`config.mk`:
```
export PLATFORM = sky130hd
export DESIGN_NAME = pip_edge_unit
export DESIGN_NICKNAME = d
export VERILOG_FILES = /design/src/sv/pip_pkg.sv /design/src/sv/pip_edge_unit.sv
export SDC_FILE = /design/constraint.sdc
export NUM_CORES = 1
export LEC_CHECK = 0
export BUFFER_PORTS_ARGS = -buffer_cell sky130_fd_sc_hd__buf_4
export CAP_MARGIN = 10
export CORE_MARGIN = 4
export CORE_UTILIZATION = 30
export CTS_CLUSTER_DIAMETER = 60
export DETAILED_ROUTE_END_ITERATION = 8
export SETUP_SLACK_MARGIN = 0.4
export SYNTH_ARGS = -nofsm -noshare
export SYNTH_HDL_FRONTEND = slang
export SYNTH_SLANG_ARGS = --single-unit
```
`constraint.sdc`:
```
create_clock -name clk -period 10.87 [get_ports clk]
set_input_delay 0.5435 -clock clk [delete_from_list [all_inputs] [get_ports clk]]
set_output_delay 0.5435 -clock clk [all_outputs]
set_load 0.05 [all_outputs]
```
`src/sv/pip_pkg.sv`:
```
// shared types and constants for the point in polygon test
`default_nettype none

package pip_pkg;

    // coordinate, edge difference, product, vertex count and index widths
    localparam int COORD_W = 18;
    localparam int DIFF_W  = COORD_W + 1;
    localparam int PROD_W  = 2 * DIFF_W;
    localparam int COUNT_W = 7;
    localparam int INDEX_W = 6;

    typedef logic signed [COORD_W-1:0] coord_t;
    typedef logic signed [DIFF_W-1:0]  diff_t;
    typedef logic signed [PROD_W-1:0]  prod_t;

    // sequencer strobes towards the edge unit
    typedef struct packed {
        logic prime;    // take the wrap vertex as the previous one
        logic load;     // take the current vertex and form the differences
        logic mul_lhs;  // (px - xi) * dy through the multiplier
        logic mul_rhs;  // (xj - xi) * (py - yi) through the multiplier
    } edge_ctrl_t;

endpackage

`default_nettype wire

```
`src/sv/pip_edge_unit.sv`:
```
// edge crossing datapath around one shared multiplier
`default_nettype none

module pip_edge_unit (
    input  wire logic                clk,
    input  wire pip_pkg::edge_ctrl_t ctrl,
    input  wire pip_pkg::coord_t     px,
    input  wire pip_pkg::coord_t     py,
    input  wire pip_pkg::coord_t     vx,
    input  wire pip_pkg::coord_t     vy,
    output logic                     toggle
);

    pip_pkg::coord_t prev_x_reg;
    pip_pkg::coord_t prev_y_reg;
    pip_pkg::diff_t  a_reg;
    pip_pkg::diff_t  b_reg;
    pip_pkg::diff_t  c_reg;
    pip_pkg::diff_t  dy_reg;
    logic            cross_reg;
    pip_pkg::prod_t  lhs_reg;
    pip_pkg::prod_t  rhs_reg;

    pip_pkg::diff_t  op_a;
    pip_pkg::diff_t  op_b;
    pip_pkg::prod_t  prod;

    // previous vertex, side test and edge differences
    always_ff @(posedge clk)
    begin
        if (ctrl.prime || ctrl.load)
        begin
            prev_x_reg <= vx;
            prev_y_reg <= vy;
        end
        if (ctrl.load)
        begin
            cross_reg <= (vy >= py) != (prev_y_reg >= py);
            dy_reg    <= pip_pkg::DIFF_W'(prev_y_reg) - pip_pkg::DIFF_W'(vy);
            a_reg     <= pip_pkg::DIFF_W'(px) - pip_pkg::DIFF_W'(vx);
            b_reg     <= pip_pkg::DIFF_W'(prev_x_reg) - pip_pkg::DIFF_W'(vx);
            c_reg     <= pip_pkg::DIFF_W'(py) - pip_pkg::DIFF_W'(vy);
        end
    end

    // shared multiplier, operands picked by the sequencer step
    assign op_a = ctrl.mul_rhs ? b_reg : a_reg;
    assign op_b = ctrl.mul_rhs ? c_reg : dy_reg;
    assign prod = op_a * op_b;

    always_ff @(posedge clk)
    begin
        if (ctrl.mul_lhs)
        begin
            lhs_reg <= prod;
        end
        if (ctrl.mul_rhs)
        begin
            rhs_reg <= prod;
        end
    end

    // cross-multiplied compare, direction set by the sign of dy
    always_comb
    begin
        if (dy_reg[pip_pkg::DIFF_W-1])
        begin
            toggle = cross_reg && (lhs_reg >= rhs_reg);
        end
        else
        begin
            toggle = cross_reg && (lhs_reg <= rhs_reg);
        end
    end

endmodule

`default_nettype wire
```
==> results of run 1 <==
-- how the worst min path moves through the flow --
stage	from	endpoint	slack, ps	cells after the start
2_1_floorplan	vx[0]	prev_x_reg[0]$_DFFE_PP_	640	0
3_3_place_gp	prev_x_reg[2]$_DFFE_PP_	b_reg[2]$_DFFE_PP_	700	2
3_5_place_dp	prev_x_reg[2]$_DFFE_PP_	b_reg[2]$_DFFE_PP_	690	2
4_1_cts	vy[3]	prev_y_reg[3]$_DFFE_PP_	180	1
5_1_grt	vy[4]	prev_y_reg[4]$_DFFE_PP_	190	1
6_report	vy[8]	prev_y_reg[8]$_DFFE_PP_	220	1
-- cell type report --
| cell class | instances | area [µm²] | area share (%) |
|---|---|---|---|
| tap | 1050 | 1310 | 4.93 |
| sequential | 189 | 5680 | 21.3 |
| clock inverter | 14 | 135 | 0.507 |
| clock buffer | 18 | 429 | 1.61 |
| timing repair buffer | 111 | 833 | 3.13 |
| inverter | 505 | 1900 | 7.12 |
| multi-input combinational | 1636 | 16400 | 61.4 |
-- per-stage QoR --
| step | utilization [%] | instances |
|---|---|---|
| finish | 33.6 | 3523 |
| global route | 33.6 | 3523 |
| CTS | 33.6 | 3523 |
| detailed placement | 32.9 | 3491 |
| global placement | 32.9 | 3491 |
| floorplan | - | 2370 |
-- kinds of logic (layout without fill, tap and decap cells) --
group	Yosys count	after routing	synth area share, %
AND/OR/NAND/NOR	605	605	10.9
adder cells (fa/ha/maj)	615	615	43.7
flip-flops	189	189	23.6
XOR/XNOR	88	88	3.21
AO/OA/AOI/OAI	260	260	7.10
multiplexers	68	68	2.99
buffers and inverters	545	648	8.51
-- synth_stat cells (all sizes together) (9+ instances only) --
cell type  instances  share of area, %
o21ai             47              0.98
fa               373                31
ha               242                13
mux2              30               1.4
edfxtp           189                24
inv              505               7.9
nor3              19              0.40
nand4             22              0.57
nor2b             24              0.62
mux2i             38               1.6
nor2             278               4.3
xnor2             65               2.4
or2               11              0.29
a21o              40               1.2
a21boi             9              0.28
clkbuf            36              0.56
a21oi             77               1.6
o21a              17              0.53
xor2              23              0.84
nand2            180               2.8
nand3             15              0.31
nand2b            25              0.65
-- worst max-delay path, cell delays in order --
cell       delay (ps)
buf_4             480
buf_4             460
mux2_2            540
nand2_1           150
fa_1              550
inv_1              50
fa_1              490
inv_1              60
fa_1              550
inv_1              60
fa_1              390
fa_1              550
fa_1              460
fa_1              480
ha_1              400
nand3_1           140
a2bb2oi_2         150
nor2_1             80
or4b_4            560
o211a_1           270
o41ai_2           400
o21ai_1           130
a21oi_1           190
xnor2_1           100
-- metal layers --
metal | GRT usage, % | part of all wire (%) | vias to the layer above | routed length, µm
met4 | 5.28 | 3.4 | 0 | 2090
met1 | 19.5 | 42 | 8291 | 26400
met5 | 0 | 0 | - | 0
met2 | 24.9 | 47 | 575 | 29500
li1 | - | - | 7770 | -
met3 | 3.07 | 6.8 | 106 | 4260
==> key figures, run 1 <==
Yosys
  • Sequential fraction of the synthesis area: 23.6%
  • Total of warnings raised by yosys: 0
  • Cell count after synthesis: 2,370
  • Async SR Flop Fraction: 0%
  • Syn Std Cell Area: 0.0240 mm²
  • Seq cells post-synth: 189
  • Distinct cells, synth: 71
  • Synth Net Count: 3,062
  • Top FF cell, synth: edfxtp_1
  • Post-synth EDFFs: 189
  • Mapped Avg Cell Area: 10.1 µm²

Clock network
  • CTS tree: yes
  • Setup Fix Bufs, Post-CTS: 0
  • Clk_lat worst skew: 500 ps
  • Resize count post-CTS: 0
  • CTS Buf Count: 17
  • Clock-pin slew on the worst setup and hold paths: 90 ps
  • Clk sink count: 189
  • Root Buffer: clkbuf_16
  • CTS Hold Bufs: 0
  • CTS H-tree lvls: 4
  • CTS max path bufs: 2

Global route
  • Number of global-route vias before repair: 17,698
  • Total grt overflow: 0
  • Pin count of the biggest net entering global routing: 56
  • First-pass GRT wire length: 99.5 mm
  • Total GRT Usage: 15.0%
  • Initial antenna violation count: 0

Timing
  • Tcrit/Tclk final: 74.3%
  • Slew Viols, Final: 0
  • Worst-case hold slack: 220 ps
  • RSZ-0062 raised after global routing: false
  • Worst slew pin tran: 1060 ps
  • Max frequency: 124 MHz
  • Setup violators final: 0
  • Endpoints failing hold: 0
  • Slew margin rel.: 27.4%
  • Final Skew: 24.6 ps
  • Fin crit period: 8080 ps
  • Worst setup margin: 2790 ps
  • Setup TNS Final: 0 ps

Critical path
  • WP data required: 11,110 ps
  • Crit end category: flop
  • WS Path Type: in2reg
  • Critical Path AT: 8320 ps
  • Crit path from: ctrl[0]
  • R2R Setup Slk: 3200 ps
  • Worst R2R Path Depth: 21
  • CP startpoint kind: primary input
  • Critical R2R Launch: c_reg[13]$_DFFE_PP_
  • CP max FO: 40
  • Worst Setup EP: lhs_reg[36]$_DFFE_PP_
  • RR Endpoint: lhs_reg[36]$_DFFE_PP_

Final layout
  • ANT cells: 0
  • Commonest non-fill, non-tap cell in the layout: inv_1
  • Synthesis-to-layout area growth: 10.8%
  • Final nets: 3,152
  • Commonest non-fill, non-tap cells in the layout: 505 x inv_1, 373 x fa_1, 278 x nor2_1, 242 x ha_1, 189 x edfxtp_1
  • Filler cell count: 8,077
  • Share of cells above drive strength 1: 8.01%
  • Fin area: 0.0266 mm²

Route
  • Routed WL: 62.2 mm
  • Initial DRT Pass Iterations: 5
  • DRT iter0 DRCs: 1,157
  • Vias: 16,742
  • DR vias/cell: 4.75
  • DRT antenna net count: 0
  • DRC viols: 0
  • Routed length per instance: 17.7 µm

Placed design
  • DP Area: 0.0261 mm²
  • Post-DP HPWL: 51.2 mm
  • GPL Wtd Cong: 0.966
  • Place WS: 2300 ps
  • PortBufs: 77

Die
  • Die X: 291 µm
  • Starting density of the core: 30.3%
  • Die Span Y: 291 µm
  • Ports: 78
  • Placement row count: 103
  • Placeable core area: 0.0793 mm²
  • Die ar.: 0.0847 mm²

Flow run
  • Max cap viols: 0

Status
  • Status: complete, no violations

Hold path
  • Hold Crit Class: in2reg
Power of run 1 is not shown: default switching activity piles up to over one toggle a cycle in this logic, so the estimate is an artifact.
==> run 2: changes to the inputs <==
- clock period: 10.87 -> 7.5 ns (I/O delays scaled with it)
==> key figures, run 2 (synthesis results as in run 1) <==
Status
  • Status: complete, no violations (unchanged)

Critical path
  • Worst path max stage delay: 640 ps (was 560 ps)
  • Critical path's most frequent cell: fa_1 (unchanged)
  • CP max FO: 7 (was 40)
  • WS Path Type: reg2reg (was in2reg)
  • Worst path depth: 21 (was 24)
  • R2R Setup Slk: 550 ps (was 3200 ps)
  • Critical R2R Launch: c_reg[1]$_DFFE_PP_ (was c_reg[13]$_DFFE_PP_)
  • Crit end category: flop (unchanged)
  • RR Endpoint: rhs_reg[34]$_DFFE_PP_ (was lhs_reg[36]$_DFFE_PP_)
  • Crit path from: c_reg[1]$_DFFE_PP_ (was ctrl[0])
  • Worst R2R Path Depth: 21 (unchanged)
  • Crit path max-delay family: adder cells (unchanged)
  • WP data required: 7740 ps (was 11,110 ps)
  • Worst Setup EP: rhs_reg[34]$_DFFE_PP_ (was lhs_reg[36]$_DFFE_PP_)
  • Crit path cell chain: mux2i_4 > nor2_1 > fa_1 > fa_1 > inv_2 > fa_1 > inv_2 > fa_1 > fa_1 > fa_1 > fa_2 > ha_4 > nand3_2 > a2bb2oi_2 > nor2_2 > or4b_4 > o211a_4 > o41ai_4 > nand2b_1 > a21oi_2 > xnor2_1 (was buf_4 > buf_4 > mux2_2 > nand2_1 > fa_1 > inv_1 > fa_1 > inv_1 > fa_1 > inv_1 > fa_1 > fa_1 > fa_1 > fa_1 > ha_1 > nand3_1 > a2bb2oi_2 > nor2_1 > or4b_4 > o211a_1 > o41ai_2 > o21ai_1 > a21oi_1 > xnor2_1)
  • Slowest CP cell: fa_2 (was or4b_4)
  • Critical Path AT: 7190 ps (was 8320 ps)
  • CP startpoint kind: flop (was primary input)
  • Buf/Inv on CP: 2 (was 5)

Clock network
  • CTS Buf Count: 17 (unchanged)
  • Clk_lat worst skew: 500 ps (about the same)
  • Clock-pin slew on the worst setup and hold paths: 90 ps (about the same)
  • Clk sink count: 189 (unchanged)
  • CTS H-tree lvls: 4 (unchanged)
  • CTS tree: yes (unchanged)
  • Root Buffer: clkbuf_16 (unchanged)
  • CTS max path bufs: 2 (unchanged)
  • CTS Hold Bufs: 0 (unchanged)

Placed design
  • GPL Wtd Cong: 0.963 (was 0.966)
  • Post-DP HPWL: 52.9 mm (was 51.2 mm)
  • PortBufs: 77 (unchanged)

Route
  • DRC viols: 0 (unchanged)
  • DRT antenna net count: 0 (unchanged)
  • Routed length per instance: 17.3 µm (was 17.7 µm)
  • DRT iter0 DRCs: 1,093 (was 1,157)
  • Initial DRT Pass Iterations: 6 (was 5)
  • Vias: 16,678 (was 16,742)
  • DR vias/cell: 4.66 (was 4.75)
  • Routed WL: 62.1 mm (was 62.2 mm)

Die
  • Placeable core area: 0.0793 mm² (unchanged)
  • Placement row count: 103 (unchanged)
  • Die X: 291 µm (unchanged)
  • Die Span Y: 291 µm (unchanged)
  • Starting density of the core: 30.3% (unchanged)
  • Ports: 78 (unchanged)
  • Die ar.: 0.0847 mm² (unchanged)

Hold path
  • Hold Crit Class: in2reg (unchanged)
  • Min-delay src: vy[3] (was vy[8])

Global route
  • Initial antenna violation count: 0 (unchanged)
  • Number of global-route vias before repair: 17,688 (was 17,698)
  • Total GRT Usage: 14.9% (was 15.0%)
  • First-pass GRT wire length: 98.0 mm (was 99.5 mm)
  • Total grt overflow: 0 (unchanged)
  • Pin count of the biggest net entering global routing: 79 (was 56)

Flow run
  • Max cap viols: 0 (unchanged)

Timing
  • Max frequency: 144 MHz
  • RSZ-0062 raised after global routing: true (was false)
  • Fin crit period: 6950 ps
  • Tcrit/Tclk final: 92.7%
  • Endpoints failing hold: 0 (unchanged)
  • Slew margin rel.: 32.1% (was 27.4%)
  • Setup TNS Final: 0 ps (unchanged)
  • Slew Viols, Final: 0 (unchanged)
  • Setup violators final: 0 (unchanged)
  • Worst slew pin tran: 1020 ps (was 1060 ps)
  • Final Skew: 15.0 ps (was 24.6 ps)

Final layout
  • Final nets: 3,211 (was 3,152)
  • ANT cells: 0 (unchanged)
  • Commonest non-fill, non-tap cell in the layout: inv_1 (unchanged)
  • Share of cells above drive strength 1: 11.4% (was 8.01%)
  • Synthesis-to-layout area growth: 14.1% (was 10.8%)
  • Commonest non-fill, non-tap cells in the layout: 503 x inv_1, 371 x fa_1, 276 x nor2_1, 239 x ha_1, 189 x edfxtp_1 (was 505 x inv_1, 373 x fa_1, 278 x nor2_1, 242 x ha_1, 189 x edfxtp_1)
run 2: cell count changes in the layout (fill, tap and decap cells not counted), moves of 3 or more:
| cell | before | now |
|---|---|---|
| buf_12 | 0 | 9 |
| buf_4 | 111 | 159 |
| ha_1 | 242 | 239 |
| mux2i_1 | 29 | 20 |
| mux2i_2 | 8 | 12 |
| mux2i_4 | 1 | 6 |
run 2: metal layers:
layer | track usage (%) | wire length, µm
met5 | 0 | 0
met4 | 7.04 | 2860
met3 | 3.45 | 3980
met2 | 24.3 | 28600
met1 | 18.8 | 26600
run 2: final cells by class:
class	count	area, µm²
inverter	505	1900
fill	7985	51800
tap	1050	1310
sequential	189	5680
clock inverter	15	174
multi-input combinational	1636	16500
timing repair buffer	170	1400
clock buffer	17	425
run 2: worst min-delay path by stage:
stage	end	slack, ps	cells after the start
after floorplan	prev_x_reg[0]$_DFFE_PP_	470	0
after global placement	prev_y_reg[12]$_DFFE_PP_	560	1
after detailed placement	prev_x_reg[16]$_DFFE_PP_	560	1
after CTS	prev_y_reg[3]$_DFFE_PP_	4	1
after global routing	prev_y_reg[4]$_DFFE_PP_	30	1
final	prev_y_reg[3]$_DFFE_PP_	50	1
run 2: stage by stage:
stage                     cell area, µm²  instances  utilization [%]  setup slack (ps)  hold WS, ps
final                              27400       3582             34.6               545         54.2
after global placement             26700       3544             33.6              98.8          563
after CTS                          27300       3576             34.4               402         4.49
after global routing               27400       3582             34.6               341         26.1
after floorplan                    24200       2370                -               408          474
after detailed placement           26700       3544             33.6              25.5          565
run 2: worst register-to-register path, stage by stage (launching register included):
cell,delay (ps)
edfxtp_1,530
mux2i_4,330
nor2_1,110
fa_1,480
fa_1,540
inv_2,40
fa_1,510
inv_2,40
fa_1,470
fa_1,570
fa_1,450
fa_2,650
ha_4,240
nand3_2,80
a2bb2oi_2,170
nor2_2,60
or4b_4,540
o211a_4,270
o41ai_4,240
nand2b_1,130
a21oi_2,150
xnor2_1,80
run 2: repair_timing:
action,CTS,global route
setup buffers,0,6
setup endpoints to repair,0,20
gates resized for setup,0,26
Power of run 2 is left out for the same reason.
==> run 3: changes to the inputs <==
- BUFFER_PORTS_ARGS: -buffer_cell sky130_fd_sc_hd__buf_4 -> unset
- DONT_BUFFER_PORTS: unset -> 1
==> key figures, run 3 (synthesis results as in run 1) <==
Placed design
  • Post-DP HPWL: 48.7 mm (was 52.9 mm)
  • GPL Wtd Cong: 0.951 (was 0.963)
  • PortBufs: 0 (was 77)

Die
  • Die Span Y: 291 µm (unchanged)
  • Ports: 78 (unchanged)
  • Die ar.: 0.0847 mm² (unchanged)
  • Placeable core area: 0.0793 mm² (unchanged)
  • Placement row count: 103 (unchanged)
  • Starting density of the core: 30.3% (unchanged)
  • Die X: 291 µm (unchanged)

Clock network
  • Clk sink count: 189 (unchanged)
  • CTS Buf Count: 17 (unchanged)
  • CTS tree: yes (unchanged)
  • CTS H-tree lvls: 4 (unchanged)
  • CTS max path bufs: 2 (unchanged)
  • Clock-pin slew on the worst setup and hold paths: 80 ps (was 90 ps)
  • Root Buffer: clkbuf_16 (unchanged)
  • Clk_lat worst skew: 480 ps (was 500 ps)

Global route
  • Pin count of the biggest net entering global routing: 107 (was 79)
  • Initial antenna violation count: 0 (unchanged)
  • Total grt overflow: 0 (unchanged)
  • Total GRT Usage: 14.0% (was 14.9%)
  • Number of global-route vias before repair: 17,186 (was 17,688)
  • First-pass GRT wire length: 94.9 mm (was 98.0 mm)

Timing
  • Fin crit period: 6960 ps (was 6950 ps)
  • Setup TNS Final: 0 ps (unchanged)
  • Slew margin rel.: 34.0% (was 32.1%)
  • Final Skew: 17.7 ps (was 15.0 ps)
  • RSZ-0062 raised after global routing: true (unchanged)
  • Max frequency: 144 MHz (about the same)
  • Slew Viols, Final: 0 (unchanged)
  • Worst slew pin tran: 987 ps (was 1020 ps)
  • Setup violators final: 0 (unchanged)
  • Endpoints failing hold: 0 (unchanged)
  • Tcrit/Tclk final: 92.7% (about the same)

Route
  • Routed WL: 58.6 mm (was 62.1 mm)
  • Metal3 WL: 2.88 mm (was 3.98 mm)
  • DRT iter0 DRCs: 1,109 (was 1,093)
  • Uppermost layer routed: met4 (unchanged)
  • Met2 WL: 27.8 mm (was 28.6 mm)
  • Vias: 16,523 (was 16,678)
  • Routed length per instance: 16.6 µm (was 17.3 µm)
  • DR vias/cell: 4.67 (was 4.66)
  • Wire length on met1: 25.8 mm (was 26.6 mm)
  • DRC viols: 0 (unchanged)
  • DRT antenna net count: 0 (unchanged)
  • Initial DRT Pass Iterations: 5 (was 6)

Final layout
  • Commonest non-fill, non-tap cell in the layout: inv_1 (unchanged)
  • Commonest non-fill, non-tap cells in the layout: 504 x inv_1, 366 x fa_1, 273 x nor2_1, 237 x ha_1, 189 x edfxtp_1 (was 503 x inv_1, 371 x fa_1, 276 x nor2_1, 239 x ha_1, 189 x edfxtp_1)
  • Filler cell count: 7,901 (was 7,985)
  • Share of cells above drive strength 1: 8.63% (was 11.4%)
  • Synthesis-to-layout area growth: 13.7% (was 14.1%)
  • Final nets: 3,169 (was 3,211)

Critical path
  • WP data required: 7720 ps (was 7740 ps)
  • Critical Path AT: 7180 ps (was 7190 ps)
  • CP startpoint kind: flop (unchanged)
  • CP max FO: 7 (unchanged)
  • WS Path Type: reg2reg (unchanged)
  • Crit end category: flop (unchanged)

Hold path
  • Hold Crit Class: in2reg (unchanged)

Status
  • Status: complete, no violations (unchanged)

Flow run
  • Max cap viols: 0 (unchanged)
-- run 3: cell types whose count changed in the layout (fill, tap and decap cells not counted), moves of 3 or more --
cell / previous run / this run
buf_12: 9 / 5
buf_4: 159 / 71
buf_6: 1 / 8
dlygate4sd3_1: 0 / 41
fa_1: 371 / 366
fa_2: 2 / 7
mux2_2: 30 / 19
mux2_4: 0 / 11
mux2i_4: 6 / 11
nor2_1: 276 / 273
-- run 3: worst paths after layout --
check                                from  slack [ps]  cells after the start               endpoint
setup / recovery      b_reg[10]$_DFFE_PP_         540                     22  rhs_reg[36]$_DFFE_PP_
hold / removal                    ctrl[0]          40                      0   rhs_reg[1]$_DFFE_PP_
setup reg to reg      b_reg[10]$_DFFE_PP_         540                     22  rhs_reg[36]$_DFFE_PP_
hold reg to reg   prev_x_reg[2]$_DFFE_PP_         720                      2     b_reg[2]$_DFFE_PP_
-- run 3: cell type report --
cell class,count,area [µm²],area share (%)
antenna,1,2.50,0.00916
timing repair buffer,127,1160,4.26
clock buffer,18,429,1.57
multi-input combinational,1637,16700,61.1
inverter,505,1900,6.94
tap,1050,1310,4.81
sequential,189,5680,20.8
clock inverter,14,151,0.554
-- run 3: stage by stage --
step	cell area, µm²	hold WS (ps)	util [%]	std cells	setup WS [ps]
floorplan	24200	474	-	2370	408
global placement	25700	474	32.4	3425	211
detailed placement	25700	474	32.4	3425	142
CTS	26700	0.00641	33.6	3498	409
global route	27300	11.0	34.5	3540	280
finish	27300	39.8	34.5	3541	544
-- run 3: critical path: stages, from the launching register on --
cell	delay (ps)
edfxtp_1	430
mux2i_4	230
buf_6	190
nor2_4	40
fa_1	510
inv_2	40
fa_1	460
fa_1	490
inv_1	50
fa_1	540
fa_1	450
fa_1	500
fa_1	620
ha_4	250
nand3_2	90
a2bb2oi_2	180
nor2_2	70
or4b_4	540
o211a_4	290
o41ai_4	340
o21ai_1	110
a21oi_2	180
xnor2_2	100
-- run 3: repair_timing --
action                     CTS  global route
resized for setup            1            64
setup endpoints to repair    6            14
hold endpoints to repair    78             0
gates cloned                 0             4
setup buffers                0            38
pin swaps                    0            28
hold buffers                41             0
-- run 3: per-layer routing --
metal | track usage [%] | up-vias
met3 | 1.86 | 104
met1 | 18.4 | 8164
met2 | 23.3 | 448
li1 | - | 7807
met5 | 0 | -
met4 | 5.48 | 0
Power of run 3 is left out for the same reason.
